File: config.mk
export PLATFORM = sky130hd
export DESIGN_NAME = text_glyph_rasterizer_unit
export DESIGN_NICKNAME = d
export VERILOG_FILES = /design/src/hdl/tgr_pkg.sv /design/src/hdl/text_glyph_rasterizer_unit.sv /design/src/hdl/tgr_ctrl.sv /design/src/hdl/tgr_datapath.sv
export SDC_FILE = /design/constraint.sdc
export NUM_CORES = 1
export LEC_CHECK = 0
export BUFFER_PORTS_ARGS = -buffer_cell sky130_fd_sc_hd__buf_2
export CAP_MARGIN = 30
export CELL_PAD_IN_SITES_DETAIL_PLACEMENT = 0
export CELL_PAD_IN_SITES_GLOBAL_PLACEMENT = 1
export CORE_MARGIN = 5
export CORE_UTILIZATION = 45
export CTS_BUF_LIST = sky130_fd_sc_hd__clkbuf_4 sky130_fd_sc_hd__clkbuf_8
export DETAILED_ROUTE_END_ITERATION = 6
export HOLD_SLACK_MARGIN = 0.03
export PLACE_DENSITY_LB_ADDON = 0.1
export SETUP_SLACK_MARGIN = 0.02
export SLEW_MARGIN = 5
export SYNTH_ARGS = -nofsm -noshare
export SYNTH_HDL_FRONTEND = slang
export SYNTH_HIERARCHICAL = 1
export SYNTH_MEMORY_MAX_BITS = 65536
export SYNTH_SLANG_ARGS = --single-unit
File: constraint.sdc
create_clock -name clk -period 8.55 [get_ports clk]
set_input_delay 0.4275 -clock clk [delete_from_list [all_inputs] [get_ports clk]]
set_output_delay 0.4275 -clock clk [all_outputs]
set_load 0.05 [all_outputs]
File: src/hdl/tgr_pkg.sv
package tgr_pkg;

  // Default screen geometry in pixels.
  localparam int SCREEN_WIDTH_DEF  = 160;
  localparam int SCREEN_HEIGHT_DEF = 128;

  // Font geometry: 5 columns of 7 dots, walked column by column.
  localparam int FONT_ROWS   = 7;
  localparam int GLYPH_DOTS  = 35;
  localparam logic [5:0] LAST_DOT    = 6'(GLYPH_DOTS - 1);
  localparam logic [2:0] LAST_ROW    = 3'(FONT_ROWS - 1);

  // Character codes.
  localparam logic [7:0] CHAR_SPACE = 8'h20;
  localparam logic [7:0] CHAR_TILDE = 8'h7E;
  // Font slot of the question mark, used for unprintable codes.
  localparam logic [6:0] GLYPH_FALLBACK = 7'h1F;

  // Configuration register indexes.
  typedef enum logic [1:0] {
    REG_FG_COLOR    = 2'd0,
    REG_BG_COLOR    = 2'd1,
    REG_TEXT_SCALE  = 2'd2,
    REG_WRAP_ENABLE = 2'd3
  } cfg_reg_t;

  // Controller states.
  typedef enum logic [2:0] {
    ST_IDLE,
    ST_PREP,
    ST_DRAW,
    ST_FLUSH,
    ST_ADV
  } state_t;

  // Commands from the controller to the datapath.
  typedef struct packed {
    logic accept;
    logic prep;
    logic draw;
    logic flush;
    logic adv;
  } cmd_t;

  // Status from the datapath to the controller.
  typedef struct packed {
    logic skip;
    logic visible;
    logic step_ok;
    logic last_dot;
    logic flush_done;
  } sts_t;

  // Packs five font columns into one word, column 0 in the lowest bits.
  function automatic logic [34:0] glyph_pack(input logic [6:0] c0, input logic [6:0] c1,
                                              input logic [6:0] c2, input logic [6:0] c3,
                                              input logic [6:0] c4);
    return {c4, c3, c2, c1, c0};
  endfunction

  // 5x7 font for space through tilde; bit 0 of each column is the top row.
  function automatic logic [34:0] glyph_bits(input logic [6:0] idx);
    logic [34:0] g;
    case (idx)
      7'd0:  g = glyph_pack(7'h00, 7'h00, 7'h00, 7'h00, 7'h00);
      7'd1:  g = glyph_pack(7'h00, 7'h00, 7'h5F, 7'h00, 7'h00);
      7'd2:  g = glyph_pack(7'h00, 7'h07, 7'h00, 7'h07, 7'h00);
      7'd3:  g = glyph_pack(7'h14, 7'h7F, 7'h14, 7'h7F, 7'h14);
      7'd4:  g = glyph_pack(7'h24, 7'h2A, 7'h7F, 7'h2A, 7'h12);
      7'd5:  g = glyph_pack(7'h23, 7'h13, 7'h08, 7'h64, 7'h62);
      7'd6:  g = glyph_pack(7'h36, 7'h49, 7'h56, 7'h20, 7'h50);
      7'd7:  g = glyph_pack(7'h00, 7'h08, 7'h07, 7'h03, 7'h00);
      7'd8:  g = glyph_pack(7'h00, 7'h1C, 7'h22, 7'h41, 7'h00);
      7'd9:  g = glyph_pack(7'h00, 7'h41, 7'h22, 7'h1C, 7'h00);
      7'd10: g = glyph_pack(7'h2A, 7'h1C, 7'h7F, 7'h1C, 7'h2A);
      7'd11: g = glyph_pack(7'h08, 7'h08, 7'h3E, 7'h08, 7'h08);
      7'd12: g = glyph_pack(7'h00, 7'h00, 7'h70, 7'h30, 7'h00);
      7'd13: g = glyph_pack(7'h08, 7'h08, 7'h08, 7'h08, 7'h08);
      7'd14: g = glyph_pack(7'h00, 7'h00, 7'h60, 7'h60, 7'h00);
      7'd15: g = glyph_pack(7'h20, 7'h10, 7'h08, 7'h04, 7'h02);
      7'd16: g = glyph_pack(7'h3E, 7'h51, 7'h49, 7'h45, 7'h3E);
      7'd17: g = glyph_pack(7'h00, 7'h42, 7'h7F, 7'h40, 7'h00);
      7'd18: g = glyph_pack(7'h72, 7'h49, 7'h49, 7'h49, 7'h46);
      7'd19: g = glyph_pack(7'h21, 7'h41, 7'h49, 7'h4D, 7'h33);
      7'd20: g = glyph_pack(7'h18, 7'h14, 7'h12, 7'h7F, 7'h10);
      7'd21: g = glyph_pack(7'h27, 7'h45, 7'h45, 7'h45, 7'h39);
      7'd22: g = glyph_pack(7'h3C, 7'h4A, 7'h49, 7'h49, 7'h31);
      7'd23: g = glyph_pack(7'h41, 7'h21, 7'h11, 7'h09, 7'h07);
      7'd24: g = glyph_pack(7'h36, 7'h49, 7'h49, 7'h49, 7'h36);
      7'd25: g = glyph_pack(7'h46, 7'h49, 7'h49, 7'h29, 7'h1E);
      7'd26: g = glyph_pack(7'h00, 7'h00, 7'h14, 7'h00, 7'h00);
      7'd27: g = glyph_pack(7'h00, 7'h40, 7'h34, 7'h00, 7'h00);
      7'd28: g = glyph_pack(7'h00, 7'h08, 7'h14, 7'h22, 7'h41);
      7'd29: g = glyph_pack(7'h14, 7'h14, 7'h14, 7'h14, 7'h14);
      7'd30: g = glyph_pack(7'h00, 7'h41, 7'h22, 7'h14, 7'h08);
      7'd31: g = glyph_pack(7'h02, 7'h01, 7'h59, 7'h09, 7'h06);
      7'd32: g = glyph_pack(7'h3E, 7'h41, 7'h5D, 7'h59, 7'h4E);
      7'd33: g = glyph_pack(7'h7C, 7'h12, 7'h11, 7'h12, 7'h7C);
      7'd34: g = glyph_pack(7'h7F, 7'h49, 7'h49, 7'h49, 7'h36);
      7'd35: g = glyph_pack(7'h3E, 7'h41, 7'h41, 7'h41, 7'h22);
      7'd36: g = glyph_pack(7'h7F, 7'h41, 7'h41, 7'h41, 7'h3E);
      7'd37: g = glyph_pack(7'h7F, 7'h49, 7'h49, 7'h49, 7'h41);
      7'd38: g = glyph_pack(7'h7F, 7'h09, 7'h09, 7'h09, 7'h01);
      7'd39: g = glyph_pack(7'h3E, 7'h41, 7'h41, 7'h51, 7'h73);
      7'd40: g = glyph_pack(7'h7F, 7'h08, 7'h08, 7'h08, 7'h7F);
      7'd41: g = glyph_pack(7'h00, 7'h41, 7'h7F, 7'h41, 7'h00);
      7'd42: g = glyph_pack(7'h20, 7'h40, 7'h41, 7'h3F, 7'h01);
      7'd43: g = glyph_pack(7'h7F, 7'h08, 7'h14, 7'h22, 7'h41);
      7'd44: g = glyph_pack(7'h7F, 7'h40, 7'h40, 7'h40, 7'h40);
      7'd45: g = glyph_pack(7'h7F, 7'h02, 7'h1C, 7'h02, 7'h7F);
      7'd46: g = glyph_pack(7'h7F, 7'h04, 7'h08, 7'h10, 7'h7F);
      7'd47: g = glyph_pack(7'h3E, 7'h41, 7'h41, 7'h41, 7'h3E);
      7'd48: g = glyph_pack(7'h7F, 7'h09, 7'h09, 7'h09, 7'h06);
      7'd49: g = glyph_pack(7'h3E, 7'h41, 7'h51, 7'h21, 7'h5E);
      7'd50: g = glyph_pack(7'h7F, 7'h09, 7'h19, 7'h29, 7'h46);
      7'd51: g = glyph_pack(7'h26, 7'h49, 7'h49, 7'h49, 7'h32);
      7'd52: g = glyph_pack(7'h03, 7'h01, 7'h7F, 7'h01, 7'h03);
      7'd53: g = glyph_pack(7'h3F, 7'h40, 7'h40, 7'h40, 7'h3F);
      7'd54: g = glyph_pack(7'h1F, 7'h20, 7'h40, 7'h20, 7'h1F);
      7'd55: g = glyph_pack(7'h3F, 7'h40, 7'h38, 7'h40, 7'h3F);
      7'd56: g = glyph_pack(7'h63, 7'h14, 7'h08, 7'h14, 7'h63);
      7'd57: g = glyph_pack(7'h03, 7'h04, 7'h78, 7'h04, 7'h03);
      7'd58: g = glyph_pack(7'h61, 7'h59, 7'h49, 7'h4D, 7'h43);
      7'd59: g = glyph_pack(7'h00, 7'h7F, 7'h41, 7'h41, 7'h41);
      7'd60: g = glyph_pack(7'h02, 7'h04, 7'h08, 7'h10, 7'h20);
      7'd61: g = glyph_pack(7'h00, 7'h41, 7'h41, 7'h41, 7'h7F);
      7'd62: g = glyph_pack(7'h04, 7'h02, 7'h01, 7'h02, 7'h04);
      7'd63: g = glyph_pack(7'h40, 7'h40, 7'h40, 7'h40, 7'h40);
      7'd64: g = glyph_pack(7'h00, 7'h03, 7'h07, 7'h08, 7'h00);
      7'd65: g = glyph_pack(7'h20, 7'h54, 7'h54, 7'h78, 7'h40);
      7'd66: g = glyph_pack(7'h7F, 7'h28, 7'h44, 7'h44, 7'h38);
      7'd67: g = glyph_pack(7'h38, 7'h44, 7'h44, 7'h44, 7'h28);
      7'd68: g = glyph_pack(7'h38, 7'h44, 7'h44, 7'h28, 7'h7F);
      7'd69: g = glyph_pack(7'h38, 7'h54, 7'h54, 7'h54, 7'h18);
      7'd70: g = glyph_pack(7'h00, 7'h08, 7'h7E, 7'h09, 7'h02);
      7'd71: g = glyph_pack(7'h18, 7'h24, 7'h24, 7'h1C, 7'h78);
      7'd72: g = glyph_pack(7'h7F, 7'h08, 7'h04, 7'h04, 7'h78);
      7'd73: g = glyph_pack(7'h00, 7'h44, 7'h7D, 7'h40, 7'h00);
      7'd74: g = glyph_pack(7'h20, 7'h40, 7'h40, 7'h3D, 7'h00);
      7'd75: g = glyph_pack(7'h7F, 7'h10, 7'h28, 7'h44, 7'h00);
      7'd76: g = glyph_pack(7'h00, 7'h41, 7'h7F, 7'h40, 7'h00);
      7'd77: g = glyph_pack(7'h7C, 7'h04, 7'h78, 7'h04, 7'h78);
      7'd78: g = glyph_pack(7'h7C, 7'h08, 7'h04, 7'h04, 7'h78);
      7'd79: g = glyph_pack(7'h38, 7'h44, 7'h44, 7'h44, 7'h38);
      7'd80: g = glyph_pack(7'h7C, 7'h18, 7'h24, 7'h24, 7'h18);
      7'd81: g = glyph_pack(7'h18, 7'h24, 7'h24, 7'h18, 7'h7C);
      7'd82: g = glyph_pack(7'h7C, 7'h08, 7'h04, 7'h04, 7'h08);
      7'd83: g = glyph_pack(7'h48, 7'h54, 7'h54, 7'h54, 7'h24);
      7'd84: g = glyph_pack(7'h04, 7'h04, 7'h3F, 7'h44, 7'h24);
      7'd85: g = glyph_pack(7'h3C, 7'h40, 7'h40, 7'h20, 7'h7C);
      7'd86: g = glyph_pack(7'h1C, 7'h20, 7'h40, 7'h20, 7'h1C);
      7'd87: g = glyph_pack(7'h3C, 7'h40, 7'h30, 7'h40, 7'h3C);
      7'd88: g = glyph_pack(7'h44, 7'h28, 7'h10, 7'h28, 7'h44);
      7'd89: g = glyph_pack(7'h4C, 7'h10, 7'h10, 7'h10, 7'h7C);
      7'd90: g = glyph_pack(7'h44, 7'h64, 7'h54, 7'h4C, 7'h44);
      7'd91: g = glyph_pack(7'h00, 7'h08, 7'h36, 7'h41, 7'h00);
      7'd92: g = glyph_pack(7'h00, 7'h00, 7'h77, 7'h00, 7'h00);
      7'd93: g = glyph_pack(7'h00, 7'h41, 7'h36, 7'h08, 7'h00);
      7'd94: g = glyph_pack(7'h02, 7'h01, 7'h02, 7'h04, 7'h02);
      default: g = '0;
    endcase
    return g;
  endfunction

endpackage

File: src/hdl/text_glyph_rasterizer_unit.sv
// Channel  Direction  Signals                     Contents
// in_      slave      tvalid tready tdata tuser   tdata: char_code, start_x, start_y;
//                                                 tuser: start_req
// out_     master     tvalid tready tdata tlast   tdata: rect_x, rect_y, rect_width,
//                                                 rect_height, rect_color; tlast: last
// cfg_     write      we addr wdata               fg_color, bg_color, text_scale,
//                                                 wrap_enable
//
// A drawn character goes through accept, wrap check and font fetch, one font dot
// per cycle over the 35 dots, a flush of the held last rectangle, and the cursor advance.
// A space skipped at a wrap ends at the wrap check; a glyph starting off screen goes to the advance.
// The dot walk in the datapath sets the rate; one rectangle is held back so that the
// last one of a character can be tagged, and a stalled output pauses the walk.
// Reset is synchronous and active low; it clears the cursor and restores the registers.
module text_glyph_rasterizer_unit
  import tgr_pkg::*;
#(
  parameter int SCREEN_WIDTH  = SCREEN_WIDTH_DEF,
  parameter int SCREEN_HEIGHT = SCREEN_HEIGHT_DEF
) (
  input  logic        clk,
  input  logic        rst_n,
  // Configuration write port.
  input  logic        cfg_we,
  input  logic [1:0]  cfg_addr,
  input  logic [15:0] cfg_wdata,
  // Character input.
  input  logic        in_tvalid,
  output logic        in_tready,
  input  logic [23:0] in_tdata,   // char_code[7:0], start_x[15:8], start_y[23:16]
  input  logic        in_tuser,   // start_req[0]
  // Rectangle output.
  output logic        out_tvalid,
  input  logic        out_tready,
  output logic [39:0] out_tdata,  // rect_x[7:0], rect_y[14:8], rect_width[18:15],
                                  // rect_height[22:19], rect_color[38:23], zero[39]
  output logic        out_tlast
);

  cmd_t cmd;
  sts_t sts;

  // Sequencer.
  tgr_ctrl u_ctrl (
    .clk       (clk),
    .rst_n     (rst_n),
    .in_tvalid (in_tvalid),
    .in_tready (in_tready),
    .sts       (sts),
    .cmd       (cmd)
  );

  // Cursor, font and rectangle datapath.
  tgr_datapath #(
    .SCREEN_WIDTH  (SCREEN_WIDTH),
    .SCREEN_HEIGHT (SCREEN_HEIGHT)
  ) u_datapath (
    .clk        (clk),
    .rst_n      (rst_n),
    .cfg_we     (cfg_we),
    .cfg_addr   (cfg_addr),
    .cfg_wdata  (cfg_wdata),
    .in_tdata   (in_tdata),
    .in_tuser   (in_tuser),
    .cmd        (cmd),
    .sts        (sts),
    .out_tvalid (out_tvalid),
    .out_tready (out_tready),
    .out_tdata  (out_tdata),
    .out_tlast  (out_tlast)
  );

endmodule

File: src/hdl/tgr_ctrl.sv
module tgr_ctrl
  import tgr_pkg::*;
(
  input  logic clk,
  input  logic rst_n,
  input  logic in_tvalid,
  output logic in_tready,
  input  sts_t sts,
  output cmd_t cmd
);

  state_t state_r;
  state_t state_nxt;

  // State register.
  always_ff @(posedge clk) begin
    if (!rst_n) begin
      state_r <= ST_IDLE;
    end else begin
      state_r <= state_nxt;
    end
  end

  // Next state.
  always_comb begin
    state_nxt = state_r;
    unique case (state_r)
      ST_IDLE: begin
        if (in_tvalid) begin
          state_nxt = ST_PREP;
        end
      end
      ST_PREP: begin
        if (sts.skip) begin
          state_nxt = ST_IDLE;
        end else if (sts.visible) begin
          state_nxt = ST_DRAW;
        end else begin
          state_nxt = ST_ADV;
        end
      end
      ST_DRAW: begin
        if (sts.step_ok && sts.last_dot) begin
          state_nxt = ST_FLUSH;
        end
      end
      ST_FLUSH: begin
        if (sts.flush_done) begin
          state_nxt = ST_ADV;
        end
      end
      ST_ADV: begin
        state_nxt = ST_IDLE;
      end
      default: begin
        state_nxt = ST_IDLE;
      end
    endcase
  end

  // Outputs.
  always_comb begin
    cmd       = '0;
    in_tready = 1'b0;
    unique case (state_r)
      ST_IDLE: begin
        in_tready  = 1'b1;
        cmd.accept = in_tvalid;
      end
      ST_PREP: begin
        cmd.prep = 1'b1;
      end
      ST_DRAW: begin
        cmd.draw = 1'b1;
      end
      ST_FLUSH: begin
        cmd.flush = 1'b1;
      end
      ST_ADV: begin
        cmd.adv = 1'b1;
      end
      default: begin
        cmd = '0;
      end
    endcase
  end

endmodule

File: src/hdl/tgr_datapath.sv
module tgr_datapath
  import tgr_pkg::*;
#(
  parameter int SCREEN_WIDTH  = SCREEN_WIDTH_DEF,
  parameter int SCREEN_HEIGHT = SCREEN_HEIGHT_DEF
) (
  input  logic        clk,
  input  logic        rst_n,
  input  logic        cfg_we,
  input  logic [1:0]  cfg_addr,
  input  logic [15:0] cfg_wdata,
  input  logic [23:0] in_tdata,
  input  logic        in_tuser,
  input  cmd_t        cmd,
  output sts_t        sts,
  output logic        out_tvalid,
  input  logic        out_tready,
  output logic [39:0] out_tdata,
  output logic        out_tlast
);

  localparam logic [8:0] SW9 = 9'(SCREEN_WIDTH);
  localparam logic [8:0] SH9 = 9'(SCREEN_HEIGHT);
  localparam logic [7:0] SW8 = 8'(SCREEN_WIDTH);
  localparam logic [7:0] SH8 = 8'(SCREEN_HEIGHT);

  typedef struct packed {
    logic [15:0] color;
    logic [3:0]  h;
    logic [3:0]  w;
    logic [6:0]  y;
    logic [7:0]  x;
  } rect_t;

  // Configuration registers.
  logic [15:0] fg_r;
  logic [15:0] bg_r;
  logic [3:0]  scale_r;
  logic        wrap_r;

  // Cursor and per-character state.
  logic [7:0]  col_r, col_nxt;
  logic [7:0]  row_r, row_nxt;
  logic [7:0]  code_r;
  logic [34:0] gbits_r;
  logic [8:0]  px_r;
  logic [8:0]  py_r;
  logic [5:0]  dot_r;
  logic [2:0]  dotrow_r;

  // One rectangle held back until it is known whether it is the last one.
  logic        pend_v_r;
  rect_t       pend_r;

  // Output register.
  logic        out_v_r;
  rect_t       out_r;
  logic        out_last_r;

  logic [3:0]  s;
  logic [6:0]  s5, s6, s7p3;
  logic [8:0]  col_sum, row_sum, adv_sum;
  logic        wrap_hit;
  logic [7:0]  row_wr, col_eff, row_eff;
  logic [6:0]  glyph_idx;
  logic        dot_bit, have_color, on_screen, cand;
  logic [8:0]  wrem, hrem;
  rect_t       cand_rect;
  logic        out_free, step, flush_emit, out_load;

  // Configuration writes.
  always_ff @(posedge clk) begin
    if (!rst_n) begin
      fg_r    <= 16'hFFFF;
      bg_r    <= 16'h0000;
      scale_r <= 4'd1;
      wrap_r  <= 1'b1;
    end else if (cfg_we) begin
      unique case (cfg_reg_t'(cfg_addr))
        REG_FG_COLOR:    fg_r    <= cfg_wdata;
        REG_BG_COLOR:    bg_r    <= cfg_wdata;
        REG_TEXT_SCALE:  scale_r <= cfg_wdata[3:0];
        REG_WRAP_ENABLE: wrap_r  <= cfg_wdata[0];
        default: ;
      endcase
    end
  end

  // Scale multiples built from shifts and adds.
  assign s    = (scale_r == 4'd0) ? 4'd1 : scale_r;
  assign s5   = {1'b0, s, 2'b00} + {3'b000, s};
  assign s6   = {1'b0, s, 2'b00} + {2'b00, s, 1'b0};
  assign s7p3 = {s, 3'b000} - {3'b000, s} + 7'd3;

  // Line wrap at the right edge.
  assign col_sum  = {1'b0, col_r} + {2'b00, s5};
  assign row_sum  = {1'b0, row_r} + {2'b00, s7p3};
  assign wrap_hit = wrap_r && (col_sum > SW9);
  assign row_wr   = (row_sum > SH9) ? SH8 : row_sum[7:0];
  assign col_eff  = wrap_hit ? 8'd0 : col_r;
  assign row_eff  = wrap_hit ? row_wr : row_r;
  assign adv_sum  = {1'b0, col_r} + {2'b00, s6};

  // Font slot; unprintable codes draw as a question mark.
  assign glyph_idx = ((code_r < CHAR_SPACE) || (code_r > CHAR_TILDE)) ? GLYPH_FALLBACK :
                     7'(code_r - CHAR_SPACE);

  // Current dot and its clipped rectangle.
  assign dot_bit    = gbits_r[0];
  assign have_color = dot_bit || (bg_r != fg_r);
  assign on_screen  = (px_r < SW9) && (py_r < SH9);
  assign cand       = have_color && on_screen;
  assign wrem       = SW9 - px_r;
  assign hrem       = SH9 - py_r;

  always_comb begin
    cand_rect.x     = px_r[7:0];
    cand_rect.y     = py_r[6:0];
    cand_rect.w     = (wrem > {5'b00000, s}) ? s : wrem[3:0];
    cand_rect.h     = (hrem > {5'b00000, s}) ? s : hrem[3:0];
    cand_rect.color = dot_bit ? fg_r : bg_r;
  end

  // Stepping and output hand-off.
  assign out_free   = !out_v_r || out_tready;
  assign step       = cmd.draw && (!cand || !pend_v_r || out_free);
  assign flush_emit = cmd.flush && pend_v_r && out_free;
  assign out_load   = (step && cand && pend_v_r) || flush_emit;

  // Cursor update.
  always_comb begin
    col_nxt = col_r;
    row_nxt = row_r;
    if (cmd.accept && in_tuser) begin
      col_nxt = in_tdata[15:8];
      row_nxt = in_tdata[23:16];
    end else if (cmd.prep) begin
      col_nxt = col_eff;
      row_nxt = row_eff;
    end else if (cmd.adv) begin
      col_nxt = (adv_sum > SW9) ? SW8 : adv_sum[7:0];
    end
  end

  always_ff @(posedge clk) begin
    if (!rst_n) begin
      col_r <= 8'd0;
      row_r <= 8'd0;
    end else begin
      col_r <= col_nxt;
      row_r <= row_nxt;
    end
  end

  // Character latch and dot walk.
  always_ff @(posedge clk) begin
    if (!rst_n) begin
      dot_r    <= 6'd0;
      dotrow_r <= 3'd0;
    end else if (cmd.prep) begin
      dot_r    <= 6'd0;
      dotrow_r <= 3'd0;
    end else if (step) begin
      dot_r <= dot_r + 6'd1;
      if (dotrow_r == LAST_ROW) begin
        dotrow_r <= 3'd0;
      end else begin
        dotrow_r <= dotrow_r + 3'd1;
      end
    end
  end

  always_ff @(posedge clk) begin
    if (cmd.accept) begin
      code_r <= in_tdata[7:0];
    end
    if (cmd.prep) begin
      gbits_r <= glyph_bits(glyph_idx);
      px_r    <= {1'b0, col_eff};
      py_r    <= {1'b0, row_eff};
    end else if (step) begin
      gbits_r <= {1'b0, gbits_r[34:1]};
      if (dotrow_r == LAST_ROW) begin
        px_r <= px_r + {5'b00000, s};
        py_r <= {1'b0, row_r};
      end else begin
        py_r <= py_r + {5'b00000, s};
      end
    end
  end

  // Held rectangle.
  always_ff @(posedge clk) begin
    if (!rst_n) begin
      pend_v_r <= 1'b0;
    end else if (step && cand) begin
      pend_v_r <= 1'b1;
    end else if (flush_emit) begin
      pend_v_r <= 1'b0;
    end
  end

  always_ff @(posedge clk) begin
    if (step && cand) begin
      pend_r <= cand_rect;
    end
  end

  // Output register.
  always_ff @(posedge clk) begin
    if (!rst_n) begin
      out_v_r <= 1'b0;
    end else if (out_load) begin
      out_v_r <= 1'b1;
    end else if (out_tready) begin
      out_v_r <= 1'b0;
    end
  end

  always_ff @(posedge clk) begin
    if (out_load) begin
      out_r      <= pend_r;
      out_last_r <= flush_emit;
    end
  end

  assign out_tvalid = out_v_r;
  assign out_tdata  = {1'b0, out_r};
  assign out_tlast  = out_last_r;

  // Status to the controller.
  assign sts.skip       = wrap_hit && (code_r == CHAR_SPACE);
  assign sts.visible    = ({1'b0, col_eff} < SW9) && ({1'b0, row_eff} < SH9);
  assign sts.step_ok    = !cand || !pend_v_r || out_free;
  assign sts.last_dot   = (dot_r == LAST_DOT);
  assign sts.flush_done = !pend_v_r || out_free;

  // A new character never finds a rectangle left over from the previous one.
  a_no_stale_pend: assert property (@(posedge clk) disable iff (!rst_n)
    cmd.accept |-> !pend_v_r)
    else $error("held rectangle left over at character start");

  // The output register is only loaded when it is free.
  a_out_no_overwrite: assert property (@(posedge clk) disable iff (!rst_n)
    out_load |-> out_free)
    else $error("output register overwritten");

  // The cursor advance only happens once the held rectangle has gone out.
  a_adv_after_flush: assert property (@(posedge clk) disable iff (!rst_n)
    cmd.adv |-> !pend_v_r)
    else $error("cursor advanced with a rectangle still held");

  // The last tagged rectangle comes from the flush, after all dots were walked.
  a_flush_after_walk: assert property (@(posedge clk) disable iff (!rst_n)
    flush_emit |-> (dot_r == 6'(GLYPH_DOTS)))
    else $error("last rectangle sent before the glyph walk finished");

endmodule

==> impl_metrics.ini, run 1 <==
[synth]
synth_ff_type = edfxtp_1
synth_edf_count = 138
synth_cell_types = 96
mappedNetlistNets = 1662
ys_seq_area_share_pct = 39.8
synth-seq-cells = 207
syn_area_per_cell_um2 = 9.08
synth_warnings = 6
yosys.area.top_type = edfxtp_1
syn_inst = 1530
syn-cell-area_mm2 = 0.0139
synth_area_leaders = edfxtp_1, dfxtp_1, ha_1
async_reset_ff_share_pct = 0
synth_top_area_share_pct = 29.8

[final_layout]
n_fill_cell = 2910
area_growth_pct = 11.8
layout.nets = 1719
layout-drive-gt1-share_pct = 16.0
n_antenna_cell = 0
final_common_cell = nand2_1
final_util_pct = 50.9
mostFrequentLayoutCells = nand2_1, edfxtp_1, a21oi_1, o21ai_0, nor2_1

[clock_tree]
clkLatencyLatePin_ns = 0.55
path_clk_slew_ns = 0.06
postCtsSetupBuffers = 0
cts_buffer_depth = 3
htree_levels = 2
cts_resized = 0
clockRootBuffer = clkbuf_8
cts_buffers = 37
clock_sinks = 207
cts_tree = built

[routing]
wirelength_um = 52400
ant_nets = 0
via_count = 13085
drt-vias-per-instance = 6.50
wire_per_inst_um = 26.0
first_pass_iters = 6
drtIter0Drc = 1976
drc = 0

[global_routing]
gr-total-overflow = 0
grt_first_pass_wirelength_um = 78700
grtUsageTotal_pct = 29.9
grt_pass1_vias = 12456
grt_max_degree = 65
antenna_found_initial = 1

[timing]
setup_tns_ns = 0
rsz0062_at_grt = no
fin_crit_ns = 5.13
setup_viol = 0
slew_viol_final = 0
clock_skew_ns = 0.0307
fin_crit_sh_pct = 60.0
max_freq_mhz = 195
hold_ws_ns = 0.0643
hold_violations = 0
max_slew_margin_pct = 31.3
tightest_slew_ns = 1.02
setup_slack_ns = 3.42

[placed_design]
place.gp.congestion = 1.04
post-place-ws_ns = 3.48
place_hpwl_um = 36500
place.port_buffers = 89

[die]
die_area_mm2 = 0.0345
core_mm2 = 0.0305
die_w_um = 186
dieHeight_um = 186
initial_core_util_pct = 45.6
ios = 91
rows = 64

[critical_path]
crit_path_start_kind = register
r2r_start = u_datapath/scale_r[2]$_SDFFE_PN0P_
crit_start = u_datapath/scale_r[2]$_SDFFE_PN0P_
crit_arrival_ns = 5.57
cp_max_fo = 15
end_kind = register
cp.required_ns = 8.99
criticalPathCategory = reg2reg

[min_path]
hold_path.class = in2reg
hp-start = in_tdata[5]

[job]
maxCapViolations = 0

[power_and_ir_drop]
power.leakage_nw = 5.80
ir_drop_uv = 109
p_per_area_mw_per_mm2 = 212

[status]
outcome = completed
## area by class of cell
type / instances / area [µm²] / share of cell area, %
Clock buffer: 50 / 626 / 4.03
Clock inverter: 18 / 169 / 1.09
Inverter: 63 / 236 / 1.52
Multi-Input combinational cell: 1155 / 7750 / 49.8
Sequential cell: 207 / 5530 / 35.6
Tap cell: 396 / 495 / 3.19
Timing Repair Buffer: 123 / 742 / 4.77
## report_power, final
group | switching [W] | leakage (nW) | total [W] | internal, W
clock | 0.000427 | 0.416 | 0.000975 | 0.000548
sequential | 0.0000913 | 1.83 | 0.00129 | 0.00120
combinational | 0.000678 | 3.56 | 0.00103 | 0.000355
total | 0.00120 | 5.80 | 0.00330 | 0.00210
## repair_timing
action / 4_1_cts / 5_1_grt
endpoints found under the hold margin: 3 / 0
hold buffers: 3 / 0
endpoints found under the setup margin: 0 / 0
## critical path, stage by stage (launching register included)
cell and delay (ns):
dfxtp_1 0.77, nor3_1 0.09, or2_2 0.43, inv_1 0.31
fa_1 0.52, fa_1 0.47, nand2b_1 0.18, a21oi_1 0.28
o21ai_0 0.15, mux2i_1 0.19, o31ai_4 0.67, a21oi_1 0.08
a21oi_1 0.45, a31oi_1 0.16, nor4bb_1 0.26
## worst paths after layout
path                                                            to  slack, ns  cells after the start
worst max-delay path                u_ctrl/state_r[1]$_SDFFE_PN0P_       3.42                     14
worst min-delay path                u_datapath/code_r[5]$_DFFE_PP_       0.06                      1
worst max register to register      u_ctrl/state_r[1]$_SDFFE_PN0P_       3.42                     14
worst min register to register  u_datapath/out_tdata[32]$_DFFE_PP_       0.41                      0
## state kept, by name, indices dropped and copies added, names as in the netlist, 3 cells and up
name                  cells
u_datapath/out_tdata     39
u_datapath/pend_r        39
u_datapath/gbits_r       35
u_datapath/bg_r          16
u_datapath/fg_r          16
u_datapath/px_r           9
u_datapath/py_r           9
u_datapath/code_r         8
u_datapath/col_r          8
u_datapath/row_r          8
u_datapath/dot_r          6
u_datapath/scale_r        4
u_ctrl/state_r            3
u_datapath/dotrow_r       3
## logic make-up after synthesis
group / share of synthesized area, %
AOI/OAI and AO/OA: 24.6
adders and majority gates: 8.16
other: 0.0270
buffers and inverters: 4.83
DFF: 39.8
muxes: 3.10
xor gates and xnor gates: 3.02
and+or+nand+nor: 16.5
## metal layers
layer  track usage, %  part of all wire [%]  vias to the layer above
li1                 -                     -                     5840
met4             14.3                   5.9                        0
met5                0                     0                        -
met3             7.76                    11                      233
met1             41.8                    42                     6174
met2             43.0                    41                      838
## synth_stat cells (24+ instances only)
| cell | number |
|---|---|
| dfxtp_1 | 69 |
| a31oi_1 | 25 |
| inv_1 | 60 |
| clkbuf_1 | 75 |
| edfxtp_1 | 138 |
| mux2_2 | 24 |
| nand3_1 | 48 |
| nor2_1 | 100 |
| a21oi_1 | 121 |
| ha_1 | 73 |
| xnor2_1 | 24 |
| nand2_1 | 175 |
| nor3_1 | 42 |
| xor2_1 | 24 |
| o21ai_0 | 117 |
## per-stage QoR
step	instance area [µm²]	power, W	instances
after CTS	15500	0.00329	2011
after global routing	15500	0.00347	2012
after detailed placement	14700	0.00230	1940
after floorplan	13900	0.00195	1530
final	15500	0.00330	2012
after global placement	14600	0.00230	1935
(Power assumes the default switching activity.)
==> run 2: changes to the inputs <==
--- a/config.mk
+++ b/config.mk
@@ -5,12 +5,13 @@
 export SDC_FILE = /design/constraint.sdc
 export NUM_CORES = 1
 export LEC_CHECK = 0
+export ABC_AREA = 1
 export BUFFER_PORTS_ARGS = -buffer_cell sky130_fd_sc_hd__buf_2
 export CAP_MARGIN = 30
 export CELL_PAD_IN_SITES_DETAIL_PLACEMENT = 0
 export CELL_PAD_IN_SITES_GLOBAL_PLACEMENT = 1
 export CORE_MARGIN = 5
-export CORE_UTILIZATION = 45
+export CORE_UTILIZATION = 42
 export CTS_BUF_LIST = sky130_fd_sc_hd__clkbuf_4 sky130_fd_sc_hd__clkbuf_8
 export DETAILED_ROUTE_END_ITERATION = 6
 export HOLD_SLACK_MARGIN = 0.03
==> constraint.sdc (replaced) <==
create_clock -name clk -period 4.4 [get_ports clk]
set_input_delay 0.22 -clock clk [delete_from_list [all_inputs] [get_ports clk]]
set_output_delay 0.22 -clock clk [all_outputs]
set_load 0.05 [all_outputs]
==> run 2 against run 1 <==
Count of clock-buffer cells in the layout up 5. Cell area increased by 3.4%. Non-clock buffer count is 48 higher. Core utilization down 1.6 points. Worst hold slack better by 0.0086 ns. Routed wire length is 2.7% higher. Power grew to 2.9 times the previous value. Critical path type unchanged. Critical endpoint is now u_datapath/gbits_r[21]$_DFFE_PP_. Largest cell class unchanged. Highest routed layer is now met5.
==> impl_metrics.ini, run 2 <==
[clock_tree]
cts_buffers = 39
cts_tree = built
path_clk_slew_ns = 0.06
postCtsSetupBuffers = 0
clock_sinks = 207
clockRootBuffer = clkbuf_8
cts_resized = 0
htree_levels = 2
clkLatencyLatePin_ns = 0.56
cts_buffer_depth = 3

[synth]
yosys.area.top_type = edfxtp_1
ys_seq_area_share_pct = 39.9
mappedNetlistNets = 2002
synth_warnings = 6
yosysMostFrequentCell = nand2_1
synth_edf_count = 138
synth_cell_types = 48
synth_top_area_share_pct = 30.0
async_reset_ff_share_pct = 0
yosys-top-cells-count = nand2_1, inv_1, o21ai_0
synth_ff_type = edfxtp_1
syn-cell-area_mm2 = 0.0138
synth-seq-cells = 207
synth_area_leaders = edfxtp_1, nand2_1, dfxtp_1
syn_inst = 1870
syn_area_per_cell_um2 = 7.40

[min_path]
holdPathStages = 5
hp-start = in_tdata[9]
hold_path.class = in2reg
whs_endpoint = u_datapath/col_r[1]$_SDFFE_PN0P_

[placed_design]
place_hpwl_um = 40200
place.gp.congestion = 1.07
place.port_buffers = 89

[critical_path]
crit_path_start_kind = register
end_kind = register
criticalPathCategory = reg2reg
crit_arrival_ns = 4.23
cp_max_fo = 8
r2r-end = u_datapath/gbits_r[21]$_DFFE_PP_
rr_worst_depth = 15
r2r_start = u_datapath/code_r[4]$_DFFE_PP_
r2r_slack_ns = 0.49
cp.required_ns = 4.72

[timing]
rsz0062_at_grt = no
slew_viol_final = 0
fin_crit_ns = 3.91
clock_skew_ns = 0.0308
max_slew_margin_pct = 39.9
setup_viol = 0
fin_crit_sh_pct = 88.9
tightest_slew_ns = 0.901
max_freq_mhz = 256
hold_violations = 0
hold_ws_ns = 0.0729
setup_tns_ns = 0

[final_layout]
layout.nets = 2138
final_common_cell = nand2_1
area_growth_pct = 16.1
layout-drive-gt1-share_pct = 11.2
final_util_pct = 49.4
mostFrequentLayoutCells = nand2_1, inv_1, o21ai_0, nand3_1, a21oi_1

[die]
die_area_mm2 = 0.0367
die_w_um = 191
ios = 91
dieHeight_um = 191
rows = 66
initial_core_util_pct = 42.5
core_mm2 = 0.0325

[global_routing]
grt_max_degree = 49
antenna_found_initial = 2
grt_first_pass_wirelength_um = 81300
gr-total-overflow = 0
grtUsageTotal_pct = 29.0
grt_pass1_vias = 13396

[power_and_ir_drop]
comb_power_share_pct = 46.9
power.share.clock_pct = 20.7
seqPwrFrac_pct = 32.4
p_sw_w = 0.00433
power.internal_w = 0.00518
p_per_area_mw_per_mm2 = 592
power.leakage_nw = 7.21
power_switching_share_pct = 45.6
power.total_w = 0.00951
ir_drop_uv = 254

[routing]
drt-vias-per-instance = 5.67
wirelength_um = 53800
first_pass_iters = 6
drc = 0
wire_per_inst_um = 21.7
via_count = 14067
drtIter0Drc = 1586
ant_nets = 0

[job]
maxCapViolations = 0

[status]
outcome = completed
[run 2: kinds of logic after synthesis]
group	share of synthesized area [%]
AOI/OAI and AO/OA	15.0
xor gates and xnor gates	1.77
adders and majority gates	8.19
buffers and inverters	8.31
DFF	39.9
other	0.0271
and+or+nand+nor	26.7
[run 2: per-layer routing]
| layer | track usage, % | share of wire [%] | vias up |
|---|---|---|---|
| li1 | - | - | 6555 |
| met1 | 40.0 | 43 | 6570 |
| met2 | 42.6 | 42 | 758 |
| met3 | 6.45 | 9.5 | 182 |
| met4 | 14.8 | 5.7 | 2 |
| met5 | 0 | 0.024 | - |
[run 2: through the flow]
step | worst slack (ns) | cells | area (µm²)
final | 0.487 | 2480 | 16100
after global routing | 0.205 | 2480 | 16100
after CTS | 0.584 | 2478 | 16000
after detailed placement | 0.587 | 2371 | 14900
after global placement | 0.538 | 2370 | 14900
after floorplan | 0.960 | 1870 | 13800
[run 2: worst max-delay path by stage]
stage                                       start                               end  slack (ns)  cells after the start
2_1_floorplan  u_datapath/scale_r[1]$_SDFFE_PN0P_    u_ctrl/state_r[1]$_SDFFE_PN0P_        0.96                     20
6_report           u_datapath/code_r[4]$_DFFE_PP_  u_datapath/gbits_r[21]$_DFFE_PP_        0.49                     15
4_1_cts        u_datapath/scale_r[3]$_SDFFE_PN0P_    u_ctrl/state_r[1]$_SDFFE_PN0P_        0.58                     24
5_1_grt        u_datapath/scale_r[1]$_SDFFE_PN0P_    u_ctrl/state_r[1]$_SDFFE_PN0P_        0.21                     26
3_5_place_dp       u_datapath/code_r[5]$_DFFE_PP_   u_datapath/gbits_r[1]$_DFFE_PP_        0.59                     15
3_3_place_gp       u_datapath/code_r[2]$_DFFE_PP_  u_datapath/gbits_r[21]$_DFFE_PP_        0.54                     15
[run 2: cell type report]
| type | instances | area [µm²] |
|---|---|---|
| Multi-Input combinational cell | 1371 | 7180 |
| Sequential cell | 207 | 5530 |
| Clock inverter | 17 | 155 |
| Tap cell | 442 | 553 |
| Clock buffer | 55 | 663 |
| Inverter | 216 | 811 |
| Timing Repair Buffer | 171 | 1170 |
| Fill cell | 3382 | 16500 |
| Antenna cell | 1 | 2.50 |
[run 2: worst max-delay path: stages, from the launching register on]
cell and delay [ns]:
edfxtp_1 0.52, nand2_1 0.15, nor2_1 0.06, nand2_1 0.12, nand3_4 0.14, nor2_1 0.50
inv_1 0.28, ha_1 0.32, ha_1 0.33, or2_2 0.35, nand2_1 0.23, a21oi_1 0.11
a21oi_1 0.35, nand2_1 0.10, nand2_1 0.07, a21oi_1 0.05
[run 2: power groups by stage]
stage	Clock, W	Sequential [W]	Combinational [W]
final	0.00197	0.00308	0.00446
after global routing	0.00212	0.00312	0.00490
after CTS	0.00204	0.00307	0.00435
after detailed placement	0	0.00311	0.00430
after global placement	0	0.00310	0.00436
after floorplan	0	0.00302	0.00286
[run 2: repair_timing]
| action | in CTS | in global routing |
|---|---|---|
| hold buffers | 35 | 0 |
| endpoints found under the setup margin | 0 | 0 |
| hold endpoints to repair | 49 | 0 |
